File: src/rtl/lcdg_pkg.sv
package lcdg_pkg;

  // display geometry
  localparam int DISPLAY_WIDTH  = 84;
  localparam int DISPLAY_HEIGHT = 48;
  localparam int GLYPH_WIDTH    = 5;
  localparam int BANK_HEIGHT    = 8;
  localparam int BANK_COUNT     = DISPLAY_HEIGHT / BANK_HEIGHT;

  // request modes
  localparam logic [1:0] MODE_CHAR = 2'd0;
  localparam logic [1:0] MODE_NUM  = 2'd1;
  localparam logic [1:0] MODE_POS  = 2'd2;
  localparam logic [1:0] MODE_INIT = 2'd3;

  // configuration register indexes
  localparam logic [1:0] REG_SHOW_THOUSANDS = 2'd0;
  localparam logic [1:0] REG_SHOW_HUNDREDS  = 2'd1;
  localparam logic [1:0] REG_SHOW_TENS      = 2'd2;

  // character and number limits
  localparam logic [7:0]  FIRST_CODE = 8'd32;
  localparam logic [7:0]  LAST_CODE  = 8'd125;
  localparam logic [6:0]  DIGIT_BASE = 7'd16;
  localparam logic [15:0] NUM_MAX    = 16'd9999;

  // controller commands
  localparam logic [7:0] CMD_SET_X   = 8'h80;
  localparam logic [7:0] CMD_SET_Y   = 8'h40;
  localparam logic [7:0] CMD_EXT_SET = 8'h21;
  localparam logic [7:0] CMD_VOP     = 8'hC0;
  localparam logic [7:0] CMD_TEMP    = 8'h04;
  localparam logic [7:0] CMD_BIAS    = 8'h14;
  localparam logic [7:0] CMD_BASIC   = 8'h20;
  localparam logic [7:0] CMD_NORMAL  = 8'h0C;
  localparam int         INIT_LEN    = 9;

  typedef enum logic [1:0] {
    JOB_GLYPH = 2'd0,
    JOB_POS   = 2'd1,
    JOB_INIT  = 2'd2
  } job_kind_t;

  typedef struct packed {
    logic th;
    logic hu;
    logic te;
  } show_t;

  // one unit of work for the byte sequencer
  typedef struct packed {
    job_kind_t       kind;
    logic [3:0][6:0] rows;
    logic [1:0]      last_glyph;
    logic [6:0]      col_x;
    logic [2:0]      bank_y;
  } job_t;

  // init command sequence
  function automatic logic [7:0] init_cmd(input logic [3:0] idx);
    logic [7:0] c;
    case (idx)
      4'd0:    c = CMD_EXT_SET;
      4'd1:    c = CMD_VOP;
      4'd2:    c = CMD_TEMP;
      4'd3:    c = CMD_BIAS;
      4'd4:    c = CMD_BASIC;
      4'd5:    c = CMD_NORMAL;
      4'd6:    c = CMD_SET_X;
      4'd7:    c = CMD_SET_Y;
      4'd8:    c = CMD_NORMAL;
      default: c = 8'h00;
    endcase
    return c;
  endfunction

  // font rom, first column in the top byte
  function automatic logic [39:0] font_glyph(input logic [6:0] row);
    logic [39:0] g;
    case (row)
      7'd0:  g = 40'h0000000000;
      7'd1:  g = 40'h00002f0000;
      7'd2:  g = 40'h0007000700;
      7'd3:  g = 40'h147f147f14;
      7'd4:  g = 40'h242a7f2a12;
      7'd5:  g = 40'hc4c8102646;
      7'd6:  g = 40'h3649552250;
      7'd7:  g = 40'h0005030000;
      7'd8:  g = 40'h001c224100;
      7'd9:  g = 40'h0041221c00;
      7'd10: g = 40'h14083e0814;
      7'd11: g = 40'h08083e0808;
      7'd12: g = 40'h0000503000;
      7'd13: g = 40'h1010101010;
      7'd14: g = 40'h0060600000;
      7'd15: g = 40'h2010080402;
      7'd16: g = 40'h3e5149453e;
      7'd17: g = 40'h00427f4000;
      7'd18: g = 40'h4261514946;
      7'd19: g = 40'h2141454b31;
      7'd20: g = 40'h1814127f10;
      7'd21: g = 40'h2745454539;
      7'd22: g = 40'h3c4a494930;
      7'd23: g = 40'h0171090503;
      7'd24: g = 40'h3649494936;
      7'd25: g = 40'h064949291e;
      7'd26: g = 40'h0036360000;
      7'd27: g = 40'h0056360000;
      7'd28: g = 40'h0814224100;
      7'd29: g = 40'h1414141414;
      7'd30: g = 40'h0041221408;
      7'd31: g = 40'h0201510906;
      7'd32: g = 40'h324959513e;
      7'd33: g = 40'h7e1111117e;
      7'd34: g = 40'h7f49494936;
      7'd35: g = 40'h3e41414122;
      7'd36: g = 40'h7f4141221c;
      7'd37: g = 40'h7f49494941;
      7'd38: g = 40'h7f09090901;
      7'd39: g = 40'h3e4149497a;
      7'd40: g = 40'h7f0808087f;
      7'd41: g = 40'h00417f4100;
      7'd42: g = 40'h2040413f01;
      7'd43: g = 40'h7f08142241;
      7'd44: g = 40'h7f40404040;
      7'd45: g = 40'h7f020c027f;
      7'd46: g = 40'h7f0408107f;
      7'd47: g = 40'h3e4141413e;
      7'd48: g = 40'h7f09090906;
      7'd49: g = 40'h3e4151215e;
      7'd50: g = 40'h7f09192946;
      7'd51: g = 40'h4649494931;
      7'd52: g = 40'h01017f0101;
      7'd53: g = 40'h3f4040403f;
      7'd54: g = 40'h1f2040201f;
      7'd55: g = 40'h3f4038403f;
      7'd56: g = 40'h6314081463;
      7'd57: g = 40'h0708700807;
      7'd58: g = 40'h6151494543;
      7'd59: g = 40'h007f414100;
      7'd60: g = 40'h552a552a55;
      7'd61: g = 40'h0041417f00;
      7'd62: g = 40'h0402010204;
      7'd63: g = 40'h4040404040;
      7'd64: g = 40'h0001020400;
      7'd65: g = 40'h2054545478;
      7'd66: g = 40'h7f48444438;
      7'd67: g = 40'h3844444420;
      7'd68: g = 40'h384444487f;
      7'd69: g = 40'h3854545418;
      7'd70: g = 40'h087e090102;
      7'd71: g = 40'h0c5252523e;
      7'd72: g = 40'h7f08040478;
      7'd73: g = 40'h00447d4000;
      7'd74: g = 40'h2040443d00;
      7'd75: g = 40'h7f10284400;
      7'd76: g = 40'h00417f4000;
      7'd77: g = 40'h7c04180478;
      7'd78: g = 40'h7c08040478;
      7'd79: g = 40'h3844444438;
      7'd80: g = 40'h7c14141408;
      7'd81: g = 40'h081414187c;
      7'd82: g = 40'h7c08040408;
      7'd83: g = 40'h4854545420;
      7'd84: g = 40'h043f444020;
      7'd85: g = 40'h3c4040207c;
      7'd86: g = 40'h1c2040201c;
      7'd87: g = 40'h3c4030403c;
      7'd88: g = 40'h4428102844;
      7'd89: g = 40'h0c5050503c;
      7'd90: g = 40'h4464544c44;
      7'd91: g = 40'h0008364100;
      7'd92: g = 40'h00007f0000;
      7'd93: g = 40'h0041360800;
      default: g = 40'h0000000000;
    endcase
    return g;
  endfunction

endpackage

File: src/rtl/lcdg_queue.sv
module lcdg_queue
  import lcdg_pkg::*;
#(
  parameter int DEPTH = 2
) (
  input  logic clk,
  input  logic rst_n,
  input  logic push,
  input  job_t din,
  output logic full,
  input  logic pop,
  output job_t dout,
  output logic empty
);

  localparam int PW = $clog2(DEPTH);
  localparam int CW = $clog2(DEPTH + 1);

  job_t          entries_r [DEPTH];
  logic [PW-1:0] wr_ptr_r, wr_ptr_nxt;
  logic [PW-1:0] rd_ptr_r, rd_ptr_nxt;
  logic [CW-1:0] count_r, count_nxt;
  logic          do_push, do_pop;

  assign full    = (count_r == CW'(DEPTH));
  assign empty   = (count_r == '0);
  assign do_push = push && !full;
  assign do_pop  = pop && !empty;
  assign dout    = entries_r[rd_ptr_r];

  // pointer wrap and fill count
  always_comb begin
    wr_ptr_nxt = wr_ptr_r;
    rd_ptr_nxt = rd_ptr_r;
    count_nxt  = count_r;
    if (do_push) begin
      wr_ptr_nxt = (wr_ptr_r == PW'(DEPTH - 1)) ? '0 : wr_ptr_r + PW'(1);
    end
    if (do_pop) begin
      rd_ptr_nxt = (rd_ptr_r == PW'(DEPTH - 1)) ? '0 : rd_ptr_r + PW'(1);
    end
    if (do_push && !do_pop) begin
      count_nxt = count_r + CW'(1);
    end else if (do_pop && !do_push) begin
      count_nxt = count_r - CW'(1);
    end
  end

  always_ff @(posedge clk) begin
    if (!rst_n) begin
      wr_ptr_r <= '0;
      rd_ptr_r <= '0;
      count_r  <= '0;
    end else begin
      wr_ptr_r <= wr_ptr_nxt;
      rd_ptr_r <= rd_ptr_nxt;
      count_r  <= count_nxt;
    end
  end

  always_ff @(posedge clk) begin
    if (do_push) begin
      entries_r[wr_ptr_r] <= din;
    end
  end

endmodule

File: config.mk
export PLATFORM = sky130hd
export DESIGN_NAME = lcdg_queue
export DESIGN_NICKNAME = d
export VERILOG_FILES = /design/src/rtl/lcdg_pkg.sv /design/src/rtl/lcdg_queue.sv
export SDC_FILE = /design/constraint.sdc
export NUM_CORES = 1
export LEC_CHECK = 0
export ABC_AREA = 1
export BUFFER_PORTS_ARGS = -buffer_cell sky130_fd_sc_hd__buf_2
export CAP_MARGIN = 20
export CORE_UTILIZATION = 52
export DETAILED_ROUTE_END_ITERATION = 8
export MAX_ROUTING_LAYER = met4
export PLACE_DENSITY = 0.81
export SYNTH_ARGS = -nofsm -noshare
export SYNTH_HDL_FRONTEND = slang
export SYNTH_SLANG_ARGS = --single-unit
File: constraint.sdc
create_clock -name clk -period 4 [get_ports clk]
set_input_delay 0.8 -clock clk [delete_from_list [all_inputs] [get_ports clk]]
set_output_delay 0.8 -clock clk [all_outputs]
set_load 0.005 [all_outputs]
Word level (Yosys, flattened, before mapping) --
Memories as Yosys holds them, arrays and structs flattened. A register that Yosys moved wholly into a read port is not among the register bits. Cells that the tools add are included.
Storage, ports and cells: flip-flop bits (word level) 4, bits in writable memories 84, input bits 46, output and inout bits 44, logic and storage cells 27, memories 1
Memory list:
- entries_r | depth 2, bits a word 42, rd ports 1, clocked after memory_dff 1, write ports 1, RTL line lcdg_queue.sv:19 | job_t entries_r [DEPTH];
Cells by class: $add $sub $neg 4, equality and inequality tests 1, muxes and demuxes 8, reductions and logical operators 10
Operators with widths (number):
- $mux 1 | 6
- $logic_and 1x1->1 | 4
- $logic_not 1->1 | 4
- $mux 2 | 2
- $add 1x1->1 const B | 2
- $add 2x1->2 const B | 1
- $eq 2x2->1 const B | 1
- $logic_not 2->1 | 1
- $reduce_bool 2->1 | 1
- $sub 2x1->2 const B | 1

Longest topological paths before layout --
word-level depth 7, gate-level depth with buffers 10, depth with buffers taken out 10

Least setup slack after synthesis --
No wires, ideal clock.
path type input to register, start point input push, end point memory entries_r[0][0] (netlist bit), enable pin, setup time 0.441 ns, arrival time 2.634 ns, required time 3.559 ns, slack 0.925 ns, stages on the path 2, path buffers 0, cells stage by stage o21ai_2 > nor2_1
On the way: word-level cells in the longest chain between the ends 3
Ends and longest elaborated chain:
- start: declaration | RTL line lcdg_queue.sv:8 | input logic push,
- $logic_and 1x1->1 | RTL line lcdg_queue.sv:27 | assign do_push = push && !full;
- $mux 1 | RTL line lcdg_queue.sv:62 | if (do_push) begin
- $mux 1 (not written as such) | RTL line lcdg_queue.sv:63 | entries_r[wr_ptr_r] <= din;
- end: declaration | RTL line lcdg_queue.sv:19
No other way between the ends.

==> results.ini <==
[synthesis]
synth_area_per_cell_um2 = 20.60
ys_warn_count = 0
yosysTopAreaCellShare = 0.7244
syn_inst = 169
ys_ff_latch = 89
synth-seq-area-share = 0.7531
synth_area_leaders = edfxtp_1, mux2_4, dfxtp_1
yosysTopAreaCell = edfxtp_1
syn_nets = 216
syn_area_um2 = 3482
synthDistinctLibCells = 15

[die]
ios = 90
rows = 29
die_w_um = 83.83
die_area_um2 = 7027
core-area_um2 = 6422
dieHeight_um = 83.83
start_util = 0.5422

[worst_setup_path]
start_kind = flop
rr_startpoint = count_r[0]
critPathRequiredTime_ns = 3.20
arrival_ns = 1.80
endpoint_kind = output port
crit_type = reg -> out
cp_max_fo = 42

[hold_path]
hold_class = reg -> reg
min_from = rd_ptr_r

[placed_design]
dp.cells = 333
dp_hpwl_mm = 3.769
port_buffers = 89
routabilityCongestion = 0.7309

[final_layout]
layoutNonFillerInstCount = 349
area_delta_synth_final_pct = 20.59
drive_gt1_frac = 0.5478
final_common_cell = buf_2
n_antenna_cell = 0
num-nets-final = 314
layout_common_cells = buf_2, edfxtp_1, mux2_4
finish.utilization = 0.6538

[detailed_routing]
ant_nets = 0
drt_iter0_markers = 109
wl_mm = 5.514
drtPass1Iterations = 6
viasPerCell = 4.937
drc = 15
via_count = 1723
wire_per_inst_um = 15.80

[grt]
grt_max_degree = 43
grt_pass1_wl_mm = 8.487
antenna_found_initial = 0
grt.overflow.total = 0
grt_pass1_vias = 1784
grtUsageTotal = 0.1709

[sta]
rsz0062_at_grt = false
finalCritPeriodShare = 0.6492
worst_pin_slew_ns = 0.7427
max-slew-margin-rel = 0.5049
max_freq_mhz = 385.1
slew_viol_final = 0
setup_viol = 0
finalHoldViolations = 0
period_needed_ns = 2.597
setup_tns_ns = 0
fin_skew_ns = 0.005009

[clock_tree]
clk_latency_ns = 0.34
htree_levels = 3
post_cts_buffers = 0
cts.sinks = 89
hold_buffers = 0
root_buffer = clkbuf_8
clockBufferDepth = 2
cts_tree = built
cts_made_buffers = 9
cts-resized-gates = 0
path_clk_slew_ns = 0.08

[job]
max_cap_viol_count = 0

[outcome]
outcome = complete, but fails checks
violations = design-rule violations

[power]
p_leak_nw = 1.686
irDropWorstVdd_mv = 0.4783
powerDensity_nw_per_um2 = 591.3
total_power_mw = 2.483

cells in the mapped netlist, drive strengths merged:
library cell,n
a21oi,1
buf,5
dfxtp,5
edfxtp,84
ha,1
inv,9
mux2,42
nand2,6
nand3,1
nand4,1
nor2,11
o21ai,3
where the power goes:
group | internal, mW | total [mW] | switching [mW]
Clock | 0.349 | 0.631 | 0.282
Sequential | 1.18 | 1.22 | 0.0413
Combinational | 0.339 | 0.633 | 0.294
through the flow:
stage | hold WS (ns) | setup WS, ns | instance area [um^2]
after floorplan | 0.4669 | 0.9246 | 3482
after global placement | 0.4791 | 1.679 | 3956
after detailed placement | 0.5127 | 1.761 | 3996
after CTS | 0.5456 | 1.369 | 4199
after global routing | 0.5593 | 1.298 | 4199
final | 0.5374 | 1.403 | 4199
registers in the layout, summed over array words and instances, names as in the netlist, named ones only:
name       cells
entries_r     84
rd_ptr_r       1
wr_ptr_r       1
count_r        2
layer usage:
| layer | vias up | track usage | wire [um] |
|---|---|---|---|
| met3 | 9 | 0.04649 | 268 |
| met1 | 828 | 0.1869 | 2276 |
| met4 | 0 | 0.09875 | 116 |
| met5 | - | - | 0 |
| met2 | 55 | 0.2817 | 2853 |
| li1 | 831 | - | - |
cell type report:
class / count / area (um^2)
flip-flops and latches: 89 / 2624
clock inverters: 4 / 67.56
clock buffers: 12 / 135.1
repair buffers: 92 / 493.0
multi-input cells: 66 / 749.5
inverters: 9 / 33.78
fillers: 432 / 2223
well taps: 77 / 96.34
worst max-delay path, cell delays in order, from the launching register on:
cell	delay [ns]
dfxtp_2	0.32
buf_4	0.59
mux2_2	0.40
buf_2	0.12
path summary, 6_finish.rpt:
path,end,slack [ns],depth (start not counted)
setup / recovery,dout[20],1.40,3
hold / removal,rd_ptr_r,0.54,2
setup reg to reg,entries_r[1][23],2.40,3
hold reg to reg,rd_ptr_r,0.54,2
kinds of logic (layout without fill, tap and decap cells):
kind of cell,after synthesis,in the layout,share of synthesized area
flops,89,89,0.7531
mux,42,42,0.1789
simple gates,19,19,0.02156
buf+inv,14,117,0.03593
compound gates,4,4,0.006826
fa+ha+maj,1,1,0.003593
No activity file was read; power rests on OpenSTA's default activity.
