`src/rtl/lcdg_pkg.sv`:
```
package lcdg_pkg;

  // display geometry
  localparam int DISPLAY_WIDTH  = 84;
  localparam int DISPLAY_HEIGHT = 48;
  localparam int GLYPH_WIDTH    = 5;
  localparam int BANK_HEIGHT    = 8;
  localparam int BANK_COUNT     = DISPLAY_HEIGHT / BANK_HEIGHT;

  // request modes
  localparam logic [1:0] MODE_CHAR = 2'd0;
  localparam logic [1:0] MODE_NUM  = 2'd1;
  localparam logic [1:0] MODE_POS  = 2'd2;
  localparam logic [1:0] MODE_INIT = 2'd3;

  // configuration register indexes
  localparam logic [1:0] REG_SHOW_THOUSANDS = 2'd0;
  localparam logic [1:0] REG_SHOW_HUNDREDS  = 2'd1;
  localparam logic [1:0] REG_SHOW_TENS      = 2'd2;

  // character and number limits
  localparam logic [7:0]  FIRST_CODE = 8'd32;
  localparam logic [7:0]  LAST_CODE  = 8'd125;
  localparam logic [6:0]  DIGIT_BASE = 7'd16;
  localparam logic [15:0] NUM_MAX    = 16'd9999;

  // controller commands
  localparam logic [7:0] CMD_SET_X   = 8'h80;
  localparam logic [7:0] CMD_SET_Y   = 8'h40;
  localparam logic [7:0] CMD_EXT_SET = 8'h21;
  localparam logic [7:0] CMD_VOP     = 8'hC0;
  localparam logic [7:0] CMD_TEMP    = 8'h04;
  localparam logic [7:0] CMD_BIAS    = 8'h14;
  localparam logic [7:0] CMD_BASIC   = 8'h20;
  localparam logic [7:0] CMD_NORMAL  = 8'h0C;
  localparam int         INIT_LEN    = 9;

  typedef enum logic [1:0] {
    JOB_GLYPH = 2'd0,
    JOB_POS   = 2'd1,
    JOB_INIT  = 2'd2
  } job_kind_t;

  typedef struct packed {
    logic th;
    logic hu;
    logic te;
  } show_t;

  // one unit of work for the byte sequencer
  typedef struct packed {
    job_kind_t       kind;
    logic [3:0][6:0] rows;
    logic [1:0]      last_glyph;
    logic [6:0]      col_x;
    logic [2:0]      bank_y;
  } job_t;

  // init command sequence
  function automatic logic [7:0] init_cmd(input logic [3:0] idx);
    logic [7:0] c;
    case (idx)
      4'd0:    c = CMD_EXT_SET;
      4'd1:    c = CMD_VOP;
      4'd2:    c = CMD_TEMP;
      4'd3:    c = CMD_BIAS;
      4'd4:    c = CMD_BASIC;
      4'd5:    c = CMD_NORMAL;
      4'd6:    c = CMD_SET_X;
      4'd7:    c = CMD_SET_Y;
      4'd8:    c = CMD_NORMAL;
      default: c = 8'h00;
    endcase
    return c;
  endfunction

  // font rom, first column in the top byte
  function automatic logic [39:0] font_glyph(input logic [6:0] row);
    logic [39:0] g;
    case (row)
      7'd0:  g = 40'h0000000000;
      7'd1:  g = 40'h00002f0000;
      7'd2:  g = 40'h0007000700;
      7'd3:  g = 40'h147f147f14;
      7'd4:  g = 40'h242a7f2a12;
      7'd5:  g = 40'hc4c8102646;
      7'd6:  g = 40'h3649552250;
      7'd7:  g = 40'h0005030000;
      7'd8:  g = 40'h001c224100;
      7'd9:  g = 40'h0041221c00;
      7'd10: g = 40'h14083e0814;
      7'd11: g = 40'h08083e0808;
      7'd12: g = 40'h0000503000;
      7'd13: g = 40'h1010101010;
      7'd14: g = 40'h0060600000;
      7'd15: g = 40'h2010080402;
      7'd16: g = 40'h3e5149453e;
      7'd17: g = 40'h00427f4000;
      7'd18: g = 40'h4261514946;
      7'd19: g = 40'h2141454b31;
      7'd20: g = 40'h1814127f10;
      7'd21: g = 40'h2745454539;
      7'd22: g = 40'h3c4a494930;
      7'd23: g = 40'h0171090503;
      7'd24: g = 40'h3649494936;
      7'd25: g = 40'h064949291e;
      7'd26: g = 40'h0036360000;
      7'd27: g = 40'h0056360000;
      7'd28: g = 40'h0814224100;
      7'd29: g = 40'h1414141414;
      7'd30: g = 40'h0041221408;
      7'd31: g = 40'h0201510906;
      7'd32: g = 40'h324959513e;
      7'd33: g = 40'h7e1111117e;
      7'd34: g = 40'h7f49494936;
      7'd35: g = 40'h3e41414122;
      7'd36: g = 40'h7f4141221c;
      7'd37: g = 40'h7f49494941;
      7'd38: g = 40'h7f09090901;
      7'd39: g = 40'h3e4149497a;
      7'd40: g = 40'h7f0808087f;
      7'd41: g = 40'h00417f4100;
      7'd42: g = 40'h2040413f01;
      7'd43: g = 40'h7f08142241;
      7'd44: g = 40'h7f40404040;
      7'd45: g = 40'h7f020c027f;
      7'd46: g = 40'h7f0408107f;
      7'd47: g = 40'h3e4141413e;
      7'd48: g = 40'h7f09090906;
      7'd49: g = 40'h3e4151215e;
      7'd50: g = 40'h7f09192946;
      7'd51: g = 40'h4649494931;
      7'd52: g = 40'h01017f0101;
      7'd53: g = 40'h3f4040403f;
      7'd54: g = 40'h1f2040201f;
      7'd55: g = 40'h3f4038403f;
      7'd56: g = 40'h6314081463;
      7'd57: g = 40'h0708700807;
      7'd58: g = 40'h6151494543;
      7'd59: g = 40'h007f414100;
      7'd60: g = 40'h552a552a55;
      7'd61: g = 40'h0041417f00;
      7'd62: g = 40'h0402010204;
      7'd63: g = 40'h4040404040;
      7'd64: g = 40'h0001020400;
      7'd65: g = 40'h2054545478;
      7'd66: g = 40'h7f48444438;
      7'd67: g = 40'h3844444420;
      7'd68: g = 40'h384444487f;
      7'd69: g = 40'h3854545418;
      7'd70: g = 40'h087e090102;
      7'd71: g = 40'h0c5252523e;
      7'd72: g = 40'h7f08040478;
      7'd73: g = 40'h00447d4000;
      7'd74: g = 40'h2040443d00;
      7'd75: g = 40'h7f10284400;
      7'd76: g = 40'h00417f4000;
      7'd77: g = 40'h7c04180478;
      7'd78: g = 40'h7c08040478;
      7'd79: g = 40'h3844444438;
      7'd80: g = 40'h7c14141408;
      7'd81: g = 40'h081414187c;
      7'd82: g = 40'h7c08040408;
      7'd83: g = 40'h4854545420;
      7'd84: g = 40'h043f444020;
      7'd85: g = 40'h3c4040207c;
      7'd86: g = 40'h1c2040201c;
      7'd87: g = 40'h3c4030403c;
      7'd88: g = 40'h4428102844;
      7'd89: g = 40'h0c5050503c;
      7'd90: g = 40'h4464544c44;
      7'd91: g = 40'h0008364100;
      7'd92: g = 40'h00007f0000;
      7'd93: g = 40'h0041360800;
      default: g = 40'h0000000000;
    endcase
    return g;
  endfunction

endpackage

```
`src/rtl/lcdg_front.sv`:
```
module lcdg_front
  import lcdg_pkg::*;
(
  input  logic        clk,
  input  logic        rst_n,
  input  logic        in_valid,
  output logic        in_stall,
  input  logic [1:0]  in_mode,
  input  logic [7:0]  in_char_code,
  input  logic [15:0] in_number_value,
  input  logic [6:0]  in_col_x,
  input  logic [2:0]  in_bank_y,
  input  show_t       show,
  input  logic        q_full,
  output logic        q_push,
  output job_t        q_din
);

  logic        a_valid_r, a_valid_nxt;
  job_kind_t   a_kind_r;
  logic        a_char_r;
  logic [6:0]  a_row_r;
  logic [13:0] a_num_r;
  logic [3:0]  a_q1000_r;
  logic [6:0]  a_q100_r;
  logic [9:0]  a_q10_r;
  logic [6:0]  a_x_r;
  logic [2:0]  a_y_r;

  logic        accept;
  logic        keep;
  job_kind_t   kind;
  logic [13:0] num;
  logic [27:0] p1000;
  logic [29:0] p100;
  logic [29:0] p10;

  logic [6:0]  hu_w;
  logic [9:0]  te_w;
  logic [13:0] on_w;
  logic [6:0]  row_th, row_hu, row_te, row_on;
  logic [2:0]  cnt;
  logic [3:0][6:0] rows;

  // stage a takes a word when empty or draining into the queue
  assign in_stall = a_valid_r && q_full;
  assign accept   = in_valid && !in_stall;
  assign q_push   = a_valid_r && !q_full;

  // classify the request, drop those that produce no bytes
  always_comb begin
    keep = 1'b0;
    kind = JOB_GLYPH;
    case (in_mode)
      MODE_CHAR: begin
        keep = (in_char_code >= FIRST_CODE) && (in_char_code <= LAST_CODE);
        kind = JOB_GLYPH;
      end
      MODE_NUM: begin
        keep = (in_number_value <= NUM_MAX);
        kind = JOB_GLYPH;
      end
      MODE_POS: begin
        keep = (in_col_x < 7'(DISPLAY_WIDTH)) && ({1'b0, in_bank_y} < 4'(BANK_COUNT));
        kind = JOB_POS;
      end
      MODE_INIT: begin
        keep = 1'b1;
        kind = JOB_INIT;
      end
      default: begin
        keep = 1'b0;
        kind = JOB_GLYPH;
      end
    endcase
  end

  // decimal quotients by reciprocal multiply, exact for values up to 9999
  assign num   = in_number_value[13:0];
  assign p1000 = {14'd0, num} * 28'd8389;
  assign p100  = {16'd0, num} * 30'd5243;
  assign p10   = {16'd0, num} * 30'd52429;

  always_comb begin
    a_valid_nxt = a_valid_r;
    if (accept) begin
      a_valid_nxt = keep;
    end else if (q_push) begin
      a_valid_nxt = 1'b0;
    end
  end

  always_ff @(posedge clk) begin
    if (!rst_n) begin
      a_valid_r <= 1'b0;
    end else begin
      a_valid_r <= a_valid_nxt;
    end
  end

  always_ff @(posedge clk) begin
    if (accept) begin
      a_kind_r  <= kind;
      a_char_r  <= (in_mode == MODE_CHAR);
      a_row_r   <= 7'(in_char_code - FIRST_CODE);
      a_num_r   <= num;
      a_q1000_r <= p1000[26:23];
      a_q100_r  <= p100[25:19];
      a_q10_r   <= p10[28:19];
      a_x_r     <= in_col_x;
      a_y_r     <= in_bank_y;
    end
  end

  // digits from neighboring quotients, times ten as shift and add
  assign hu_w = a_q100_r - ({a_q1000_r, 3'b000} + {2'b00, a_q1000_r, 1'b0});
  assign te_w = a_q10_r - ({a_q100_r, 3'b000} + {2'b00, a_q100_r, 1'b0});
  assign on_w = a_num_r - ({1'b0, a_q10_r, 3'b000} + {3'b000, a_q10_r, 1'b0});

  assign row_th = DIGIT_BASE + {3'b000, a_q1000_r};
  assign row_hu = DIGIT_BASE + {3'b000, hu_w[3:0]};
  assign row_te = DIGIT_BASE + {3'b000, te_w[3:0]};
  assign row_on = DIGIT_BASE + {3'b000, on_w[3:0]};

  // pack the enabled digit glyphs in display order
  always_comb begin
    rows = '0;
    cnt  = 3'd0;
    if (show.th) begin
      rows[cnt[1:0]] = row_th;
      cnt = cnt + 3'd1;
    end
    if (show.hu) begin
      rows[cnt[1:0]] = row_hu;
      cnt = cnt + 3'd1;
    end
    if (show.te) begin
      rows[cnt[1:0]] = row_te;
      cnt = cnt + 3'd1;
    end
    rows[cnt[1:0]] = row_on;
  end

  // queue word
  always_comb begin
    q_din            = '0;
    q_din.kind       = a_kind_r;
    q_din.col_x      = a_x_r;
    q_din.bank_y     = a_y_r;
    q_din.rows       = rows;
    q_din.last_glyph = cnt[1:0];
    // a character is a single glyph
    if (a_char_r) begin
      q_din.rows       = '0;
      q_din.rows[0]    = a_row_r;
      q_din.last_glyph = 2'd0;
    end
    if (a_kind_r != JOB_GLYPH) begin
      q_din.rows       = '0;
      q_din.last_glyph = 2'd0;
    end
  end

endmodule

```
`config.mk`:
```
export PLATFORM = sky130hd
export DESIGN_NAME = lcdg_front
export DESIGN_NICKNAME = d
export VERILOG_FILES = /design/src/rtl/lcdg_pkg.sv /design/src/rtl/lcdg_front.sv
export SDC_FILE = /design/constraint.sdc
export NUM_CORES = 1
export LEC_CHECK = 0
export BUFFER_PORTS_ARGS = -buffer_cell sky130_fd_sc_hd__buf_2
export CAP_MARGIN = 5
export CORE_MARGIN = 1
export CORE_UTILIZATION = 57
export DETAILED_ROUTE_END_ITERATION = 8
export PLACE_DENSITY = 0.91
export SYNTH_ARGS = -nofsm -noshare
export SYNTH_HDL_FRONTEND = slang
export SYNTH_SLANG_ARGS = --single-unit
export TNS_END_PERCENT = 20
```
`constraint.sdc`:
```
create_clock -name clk -period 5.7 [get_ports clk]
set_input_delay 1.14 -clock clk [delete_from_list [all_inputs] [get_ports clk]]
set_output_delay 1.14 -clock clk [all_outputs]
set_load 0.1 [all_outputs]
```
# [Word level (Yosys, flattened, before mapping)]
# Cells that the tools add are included.
[word_totals] in_bits=43 register_bits=37 out_inout_bits=44
[classes] n_mux=21 n_lt_le_gt_ge=11 reduce_logical=14 n_eq_ne=3 n_mul=3 add_sub_neg=13
[ops] op="28-bit bitwise mux" n=3
[ops] op="30-bit 2-to-1 mux" n=2
[ops] op="28-bit 2-to-1 mux" n=2
[ops] op="7-bit demux with 2-bit select" n=3
[ops] op="14-bit by 14-bit multiplier with 27-bit output (second input constant)" n=1
[ops] op="5-bit by 4-bit adder with 6-bit output (first input constant)" n=4
[ops] op="14-bit by 13-bit multiplier with 23-bit output (second input constant)" n=1
[ops] op="14-bit by 16-bit multiplier with 23-bit output (second input constant)" n=1
[ops] op="7-bit 2-to-1 mux" n=3
[ops] op="16-bit by 14-bit <= comparator with 1-bit output (second input constant)" n=1
[ops] op="4-bit adder" n=3
[ops] op="4-bit subtractor" n=3
[ops] op="2-bit by 3-bit < comparator with 1-bit output (second input constant)" n=3
[ops] op="8-bit by 6-bit greater-or-equal comparator with 1-bit output (second input constant)" n=1
[ops] op="8-bit by 7-bit <= comparator with 1-bit output (second input constant)" n=1
[ops] op="1-bit logical AND" n=8
[ops] op="7-bit < comparator (second input constant)" n=1
[ops] op="7-bit by 6-bit subtractor with 7-bit output (second input constant)" n=1
[ops] op="2-bit by 1-bit greater-or-equal comparator with 1-bit output (second input constant)" n=3
[ops] op="6-bit 2-to-1 mux" n=1
[ops] op="2-bit one-hot mux with 3 select lines" n=1
[ops] op="2-bit equality test (second input constant)" n=2
[ops] op="2-bit 2-to-1 mux" n=2
[ops] op="1-bit one-hot mux with 4 select lines" n=1
[ops] op="other kinds (9)" n=13

# [Depth between registers and ports, before layout]
# Gate-level depths: netlist (run 1).
[logic_depth] depth_word=12 depth_mapped=20 mapped_depth_nobuf=20

# [Worst setup path before layout (run 1)]
# Ideal clock, no wire load.
[synth_path] path_type="input to register" startpoint="input in_number_value[12]" endpoint="register a_q10_r[3] (data pin)" path_slack_ns=-0.279 stages=20 n_path_buf=1 required_time_ns=5.440 t_arrival_ns=5.719 path_cell_list="clkbuf_1 -> inv_1 -> ha_1 -> xnor2_1 -> ha_1 -> inv_1 -> fa_1 -> fa_1 -> inv_1 -> fa_1 -> inv_1 -> fa_1 -> inv_1 -> ha_1 -> a21oi_2 -> o21ai_2 -> or4_4 -> a31o_1 -> a31oi_2 -> xnor2_1"
[synth_between] elab_chain_len=1
[synth_rtl] item="start: declaration" line_no="lcdg_front.sv:10" text="input logic [15:0] in_number_value,"
[synth_rtl] item="14-bit by 16-bit multiplier with 23-bit output" line_no="lcdg_front.sv:82" text="assign p10 = {16'd0, num} * 30'd52429;"
[synth_rtl] item="via p10[22]" line_no="lcdg_front.sv:36" text="logic [29:0] p10;"
[synth_rtl] item="end signal: assignment" line_no="lcdg_front.sv:109" text="a_q10_r <= p10[28:19];"
[synth_rtl] item="end: declaration" line_no="lcdg_front.sv:26" text="logic [9:0] a_q10_r;"
# The timed path passes the listed nets, and every way through them passes these cells.
# A chain may end at the register's enable or synchronous reset.

# [Worst setup path after layout (run 1)]
[layout_path] startpoint="input in_number_value[11]" endpoint="register a_q10_r[3] (data pin)"
# The elaborated chain is that of the path after synthesis.

==> qor.csv, run 1 <==
stage;metric;value;unit
routing;drc;0;
clock_network;cts.clk_slew.worst_paths;0.06;ns
setup_path;r2r_slack;4.02;ns
setup_path;path_max_fanout;6;
power_and_ir_drop;p_sw;2.76;mW
global_routing;grt_pass1_vias;8849;
placed_design;io_buffers;80;
run_status;status;complete, no violations;
yosys;avgSynthCellArea;9.54;µm²
setup_path;crit_chain;buf_2 > ha_4 > xor2_1 > ha_1 > a21oi_2 > fa_1 > fa_1 > inv_2 > fa_1 > inv_1 > fa_1 > inv_1 > ha_1 > a21oi_2 > o21ai_2 > or4_4 > a31o_1 > a31oi_2 > xnor2_1;
routing;routed_wl;26600;µm
placed_design;placed_cell_area;11300;µm²
routing;drtPass1Iterations;6;
power_and_ir_drop;seq_power_share;8.7;%
finish;final_cell_mix;280 x inv_1, 246 x ha_1, 131 x fa_1;
clock_network;cts_root_buf;clkbuf_16;
setup_path;critPathMaxStageDelay;0.62;ns
yosys;synth-edff-count;36;
yosys;synthArstFlopShare;0;%
clock_network;cts_max_level;2;
power_and_ir_drop;comb_power_share;85.2;%
routing;vias_per_cell;5.72;
die;core_area;17400;µm²
die;die_h;136;µm
global_routing;grt-ovfl-total;0;
clock_network;insertion_delay;0.28;ns
global_routing;grt_use_total;30.1;%
routing;routedWlPerCell;18.5;µm
clock_network;cts_sinks;37;
power_and_ir_drop;p_clk_share;6.1;%
finish;drive_gt1_share;14.9;%
finish;syn_to_final_growth;13.6;%
routing;route.vias.total;8220;
power_and_ir_drop;internal_power;2.48;mW
finish;fillers;1230;
worst_hold_path;holdPathStages;3;
setup_path;crit_path_start_kind;input pin;
placed_design;gp_congestion;1.02;
yosys;yosys.area.top_type;ha_1;
worst_hold_path;min-delay-start;a_valid_r$_SDFFE_PN0P_;
finish;final_common_cell;inv_1;
sta;timing.slew.headroom;31.4;%
yosys;ys.flop_type;edfxtp_1;
power_and_ir_drop;power_leakage;6.33;nW
yosys;synth_top_cell_area_share;30.8;%
sta;setup_violations;0;
setup_path;critPathKind;input pin to register;
yosys;synthCells;1066;
yosys;synth_seq_cells;37;
setup_path;r2r_start;a_valid_r$_SDFFE_PN0P_;
setup_path;end_kind;register;
die;io_pins;87;
die;start_util;58.6;%
finish;layout.nets;1633;
finish;final_cell_area;11600;µm²
setup_path;critPathBufInv;4;
sta;fmax;180;MHz
global_routing;grt_pass1_wl;42500;µm
global_routing;grt_max_degree;37;
clock_network;cts_buffer_depth;2;
run;maxCapViolations;0;
routing;final_antenna_net_count;0;
power_and_ir_drop;ir_drop;0.000338;V
routing;drtIter0Drc;552;
placed_design;dp_hpwl;23200;µm
setup_path;worstReg2RegEnd;a_x_r[0]$_DFFE_PP_;
yosys;synthTopCellsByArea;ha_1 31%, fa_1 26%, edfxtp_1 11%;
sta;fin_worst_skew;0.00430;ns
yosys;syn_area;10200;µm²
global_routing;antenna_found_initial;1;
die;num_rows;48;
die;die_w;136;µm
sta;hold_viol_final;0;
placed_design;pre_cts_ws;-0.322;ns
sta;min_period_over_period;97.7;%
power_and_ir_drop;swShare;52.7;%
setup_path;cp.arrival;5.60;ns
sta;whs;0.738;ns
sta;setup_ws;0.132;ns
sta;slew_violations;0;
yosys;synth_cell_types;63;
sta;layout_min_cycle_time;5.57;ns
clock_network;cts_made_buffers;5;
setup_path;r2r_cells;2;
die;dieArea;18400;µm²
finish;final_core_utilization;66.6;%
worst_hold_path;hold_path_class;register to register;
clock_network;tritoncts;yes;
setup_path;cp_common_cell;fa_1;
sta;worst_pin_slew;1.03;ns
power_and_ir_drop;p_per_area;454;nW/µm²
worst_hold_path;whs_endpoint;a_valid_r$_SDFFE_PN0P_;
setup_path;slowest_stage;fa_1;
yosys;yosysWarnings;0;
setup_path;critical-path-top-delay-family;adder cells;
setup_path;worst-endpoint-required;5.73;ns
power_and_ir_drop;p_total;5.24;mW
yosys;yosysSeqAreaShare;10.8;%
[worst max path at each step]
stage	from	endpoint	slack, ns	cells past startpoint
floorplan	in_number_value[12]	a_q10_r[3]$_DFFE_PP_	-0.04	20
global placement	in_number_value[12]	a_q10_r[3]$_DFFE_PP_	-0.15	20
detailed placement	in_number_value[12]	a_q10_r[3]$_DFFE_PP_	-0.32	20
CTS	in_number_value[12]	a_q10_r[3]$_DFFE_PP_	0.006	20
global route	in_number_value[11]	a_q10_r[3]$_DFFE_PP_	-0.02	19
finish	in_number_value[11]	a_q10_r[3]$_DFFE_PP_	0.13	19
[tightest hold or removal path: cells and delay by family, from the launching register on]
family          cells  cell delay [ns]
simple gates        2             0.32
compound gates      1             0.06
flops               1             0.31
[what timing repair did]
action,4_1_cts,5_1_grt
pin swaps,2,10
setup endpoints to repair,1,4
buffers inserted,0,1
hold buffers,0,0
gates resized for setup,1,14
[synth_stat cells, types with 3 or more instances]
cell      instances
nand2_1          39
nand3b_1          3
nor2b_1          10
nand4_1           9
nand3_1          14
nor3_1           19
fa_1            131
a211oi_2          6
a31oi_1           8
edfxtp_1         36
xnor2_1          22
a21o_1           11
and2_1            6
o21a_1            7
o211ai_1          5
nand2b_1          8
mux2i_1           8
o21ai_1           3
a21oi_1          37
a211oi_1          7
nor2_1           46
inv_1           283
clkbuf_1          5
buf_4             6
xor2_1           14
o21ai_0          16
and3_1            6
ha_1            250
o22ai_1           4
[per-layer routing]
| metal | up-vias | global-route usage (%) | wire length (µm) |
|---|---|---|---|
| met5 | - | 0 | 0 |
| met4 | 0 | 15.6 | 1500 |
| met3 | 123 | 4.04 | 1700 |
| met2 | 369 | 53.9 | 13300 |
| met1 | 3981 | 34.9 | 10100 |
| li1 | 3747 | - | - |
[metrics by stage]
stage	instances	TNS, ns
detailed placement	1426	-0.805
CTS	1434	0
global placement	1426	-0.149
global route	1436	-0.0343
finish	1436	0
floorplan	1071	-0.0457
[power groups by stage]
| stage | Sequential [mW] | Clock (mW) | Combinational, mW |
|---|---|---|---|
| 2_1_floorplan | 0.473 | 0 | 3.16 |
| 3_3_place_gp | 0.454 | 0 | 4.02 |
| 3_5_place_dp | 0.457 | 0 | 4.33 |
| 4_1_cts | 0.453 | 0.324 | 4.38 |
| 5_1_grt | 0.460 | 0.335 | 5.00 |
| 6_report | 0.454 | 0.320 | 4.47 |
[flip-flops by register name, indices dropped and copies added (netlist names)]
register / count
a_q100_r: 4
a_x_r: 7
a_char_r: 1
a_row_r: 7
a_y_r: 3
a_q1000_r: 4
a_valid_r: 1
a_q10_r: 4
a_kind_r: 2
a_num_r: 4
[cell families after synthesis]
group | share of synthesized area (%)
flops | 10.8
simple gates | 8.59
compound gates | 8.70
buf+inv | 11.2
fa+ha+maj | 56.5
xor+xnor | 3.10
other cells | 0.0369
mux | 1.05
[layout make-up]
class | count | area (µm²) | share of cell area, %
sequential | 37 | 1100 | 9.53
antenna | 1 | 2.50 | 0.0217
clock inverter | 3 | 43.8 | 0.379
inverter | 284 | 1070 | 9.23
tap | 225 | 282 | 2.44
clock buffer | 5 | 125 | 1.08
timing repair buffer | 143 | 888 | 7.69
multi-input combinational | 738 | 8050 | 69.6
(Power assumes the default switching activity.)
==> run 2: changes to the inputs <==
- PLACE_DENSITY: 0.91 -> 0.77
==> qor.csv, run 2 (synthesis gave the netlist of run 1 again) <==
stage;metric;value;unit
finish;fillers;1348;
placed_design;pre_cts_ws;-0.151;ns
die;num_rows;48;
setup_path;r2r_cells;2;
sta;setup_violations;0;
setup_path;r2r_slack;4.00;ns
routing;routed_wl;23400;µm
power_and_ir_drop;p_per_area;435;nW/µm²
worst_hold_path;whs_endpoint;a_valid_r$_SDFFE_PN0P_;
global_routing;met1_usage;36.9;%
routing;final_antenna_net_count;0;
finish;register_area;1100;µm²
global_routing;antenna_found_initial;1;
global_routing;grt_max_degree;37;
finish;final_core_utilization;66.3;%
clock_network;tritoncts;yes;
sta;worst_pin_slew;1.06;ns
clock_network;insertion_delay;0.29;ns
sta;grt_setup_unrepaired;false;
power_and_ir_drop;power_leakage;6.33;nW
sta;fmax;181;MHz
placed_design;io_buffers;80;
clock_network;cts_made_buffers;5;
die;io_pins;87;
run;maxCapViolations;0;
finish;final_cell_area;11500;µm²
clock_network;cts.clk_slew.worst_paths;0.05;ns
setup_path;critPathKind;input pin to register;
finish;final_common_cell;inv_1;
setup_path;cp.arrival;5.55;ns
clock_network;cts_buffer_depth;2;
placed_design;dp_hpwl;21100;µm
sta;slew_violations;0;
die;start_util;58.6;%
sta;layout_min_cycle_time;5.52;ns
setup_path;worstReg2RegEnd;a_q10_r[1]$_DFFE_PP_;
routing;drtIter0Drc;431;
finish;layout.nets;1631;
setup_path;critical-path-top-delay-family;adder cells;
die;die_w;136;µm
sta;setup_ws;0.175;ns
setup_path;crit_chain;buf_4 > inv_4 > ha_4 > xnor2_2 > ha_1 > inv_1 > fa_1 > fa_1 > inv_1 > fa_1 > inv_1 > fa_1 > inv_1 > ha_1 > a21oi_2 > o21ai_2 > or4_4 > a31o_1 > a31oi_2 > xnor2_1;
sta;min_period_over_period;96.9;%
setup_path;critPathBufInv;6;
setup_path;slowest_stage;fa_1;
worst_hold_path;hold_path_class;register to register;
setup_path;critPathMaxStageDelay;0.55;ns
finish;multi_input_area;7990;µm²
routing;route.vias.total;7621;
global_routing;grt_use_met2;46.2;%
power_and_ir_drop;ir_drop;0.000645;V
global_routing;grt_pass1_vias;7845;
setup_path;end_kind;register;
setup_path;r2r_start;a_valid_r$_SDFFE_PN0P_;
setup_path;crit_path_start_kind;input pin;
worst_hold_path;min-delay-start;a_valid_r$_SDFFE_PN0P_;
routing;vias_per_cell;5.31;
global_routing;grt_use_total;27.3;%
routing;drtPass1Iterations;5;
die;core_area;17400;µm²
setup_path;path_max_fanout;5;
run_status;status;complete, no violations;
placed_design;gp_congestion;0.972;
global_routing;grt_pass1_wl;38600;µm
clock_network;cts_sinks;37;
global_routing;use_met3;1.83;%
die;dieArea;18400;µm²
setup_path;worst-endpoint-required;5.73;ns
finish;drive_gt1_share;14.2;%
sta;timing.slew.headroom;28.9;%
global_routing;grt_busiest_layer;met2;
sta;fin_worst_skew;0.00663;ns
die;die_h;136;µm
routing;routedWlPerCell;16.3;µm
clock_network;postCtsHoldBufs;0;
finish;top_regs;a_row_r x7, a_x_r x7;
clock_network;cts_max_level;2;
finish;final_cell_mix;282 x inv_1, 249 x ha_1, 131 x fa_1;
finish;syn_to_final_growth;13.2;%
placed_design;placed_cell_area;11300;µm²
routing;drc;0;
clock_network;cts_root_buf;clkbuf_16;
worst_hold_path;holdPathStages;3;
sta;hold_viol_final;0;
global_routing;grt-ovfl-total;0;
==> run 2: cell types whose count changed in the layout (fill, tap and decap cells not counted), sizes merged <==
cell / before / now
buf: 141 / 140
clkbuf: 7 / 6
==> run 2: what timing repair did <==
action,in CTS,in global routing
buffers inserted,0,0
setup endpoints to repair,0,1
gates resized for setup,0,4
==> run 2: how the worst max path moves through the flow <==
| stage | startpoint | cells after the start | endpoint | slack, ns |
|---|---|---|---|---|
| floorplan | in_number_value[12] | 20 | a_q10_r[3]$_DFFE_PP_ | -0.04 |
| global placement | in_number_value[12] | 20 | a_q10_r[3]$_DFFE_PP_ | -0.12 |
| detailed placement | in_number_value[12] | 20 | a_q10_r[3]$_DFFE_PP_ | -0.15 |
| CTS | in_number_value[12] | 20 | a_q10_r[3]$_DFFE_PP_ | 0.12 |
| global route | in_number_value[12] | 20 | a_q10_r[3]$_DFFE_PP_ | 0.002 |
| finish | in_number_value[12] | 20 | a_q10_r[3]$_DFFE_PP_ | 0.18 |
==> run 2: metal layers <==
metal / vias up / routed length [µm]
li1: 3751 / -
met1: 3660 / 10500
met2: 171 / 11200
met3: 39 / 908
met4: 0 / 757
met5: - / 0
==> run 2: metrics by stage <==
stage / total power [mW] / hold WS (ns) / cells / setup TNS (ns)
after floorplan: 3.63 / 1.14 / 1071 / -0.0457
after global placement: 4.54 / 0.691 / 1425 / -0.133
after detailed placement: 4.68 / 0.705 / 1425 / -0.267
after CTS: 5.04 / 0.724 / 1433 / 0
after global routing: 5.66 / 0.818 / 1434 / 0
final: 5.00 / 0.720 / 1434 / 0
==> run 2: cell type report <==
cell class / instances / share of cell area (%)
multi-input combinational: 738 / 69.4
clock buffer: 5 / 1.09
timing repair buffer: 141 / 7.83
sequential: 37 / 9.57
antenna: 1 / 0.0217
inverter: 284 / 9.28
tap: 225 / 2.45
clock inverter: 3 / 0.380
==> run 2: worst register-to-register path, stage by stage, from the launching register on <==
cell and delay [ns]:
dfxtp_1 0.30, and2_1 0.18, nor2b_4 0.84
==> run 2: where the power goes <==
part,switching (mW),internal [mW]
Combinational,2.42,1.81
Clock,0.111,0.207
Sequential,0.0469,0.405
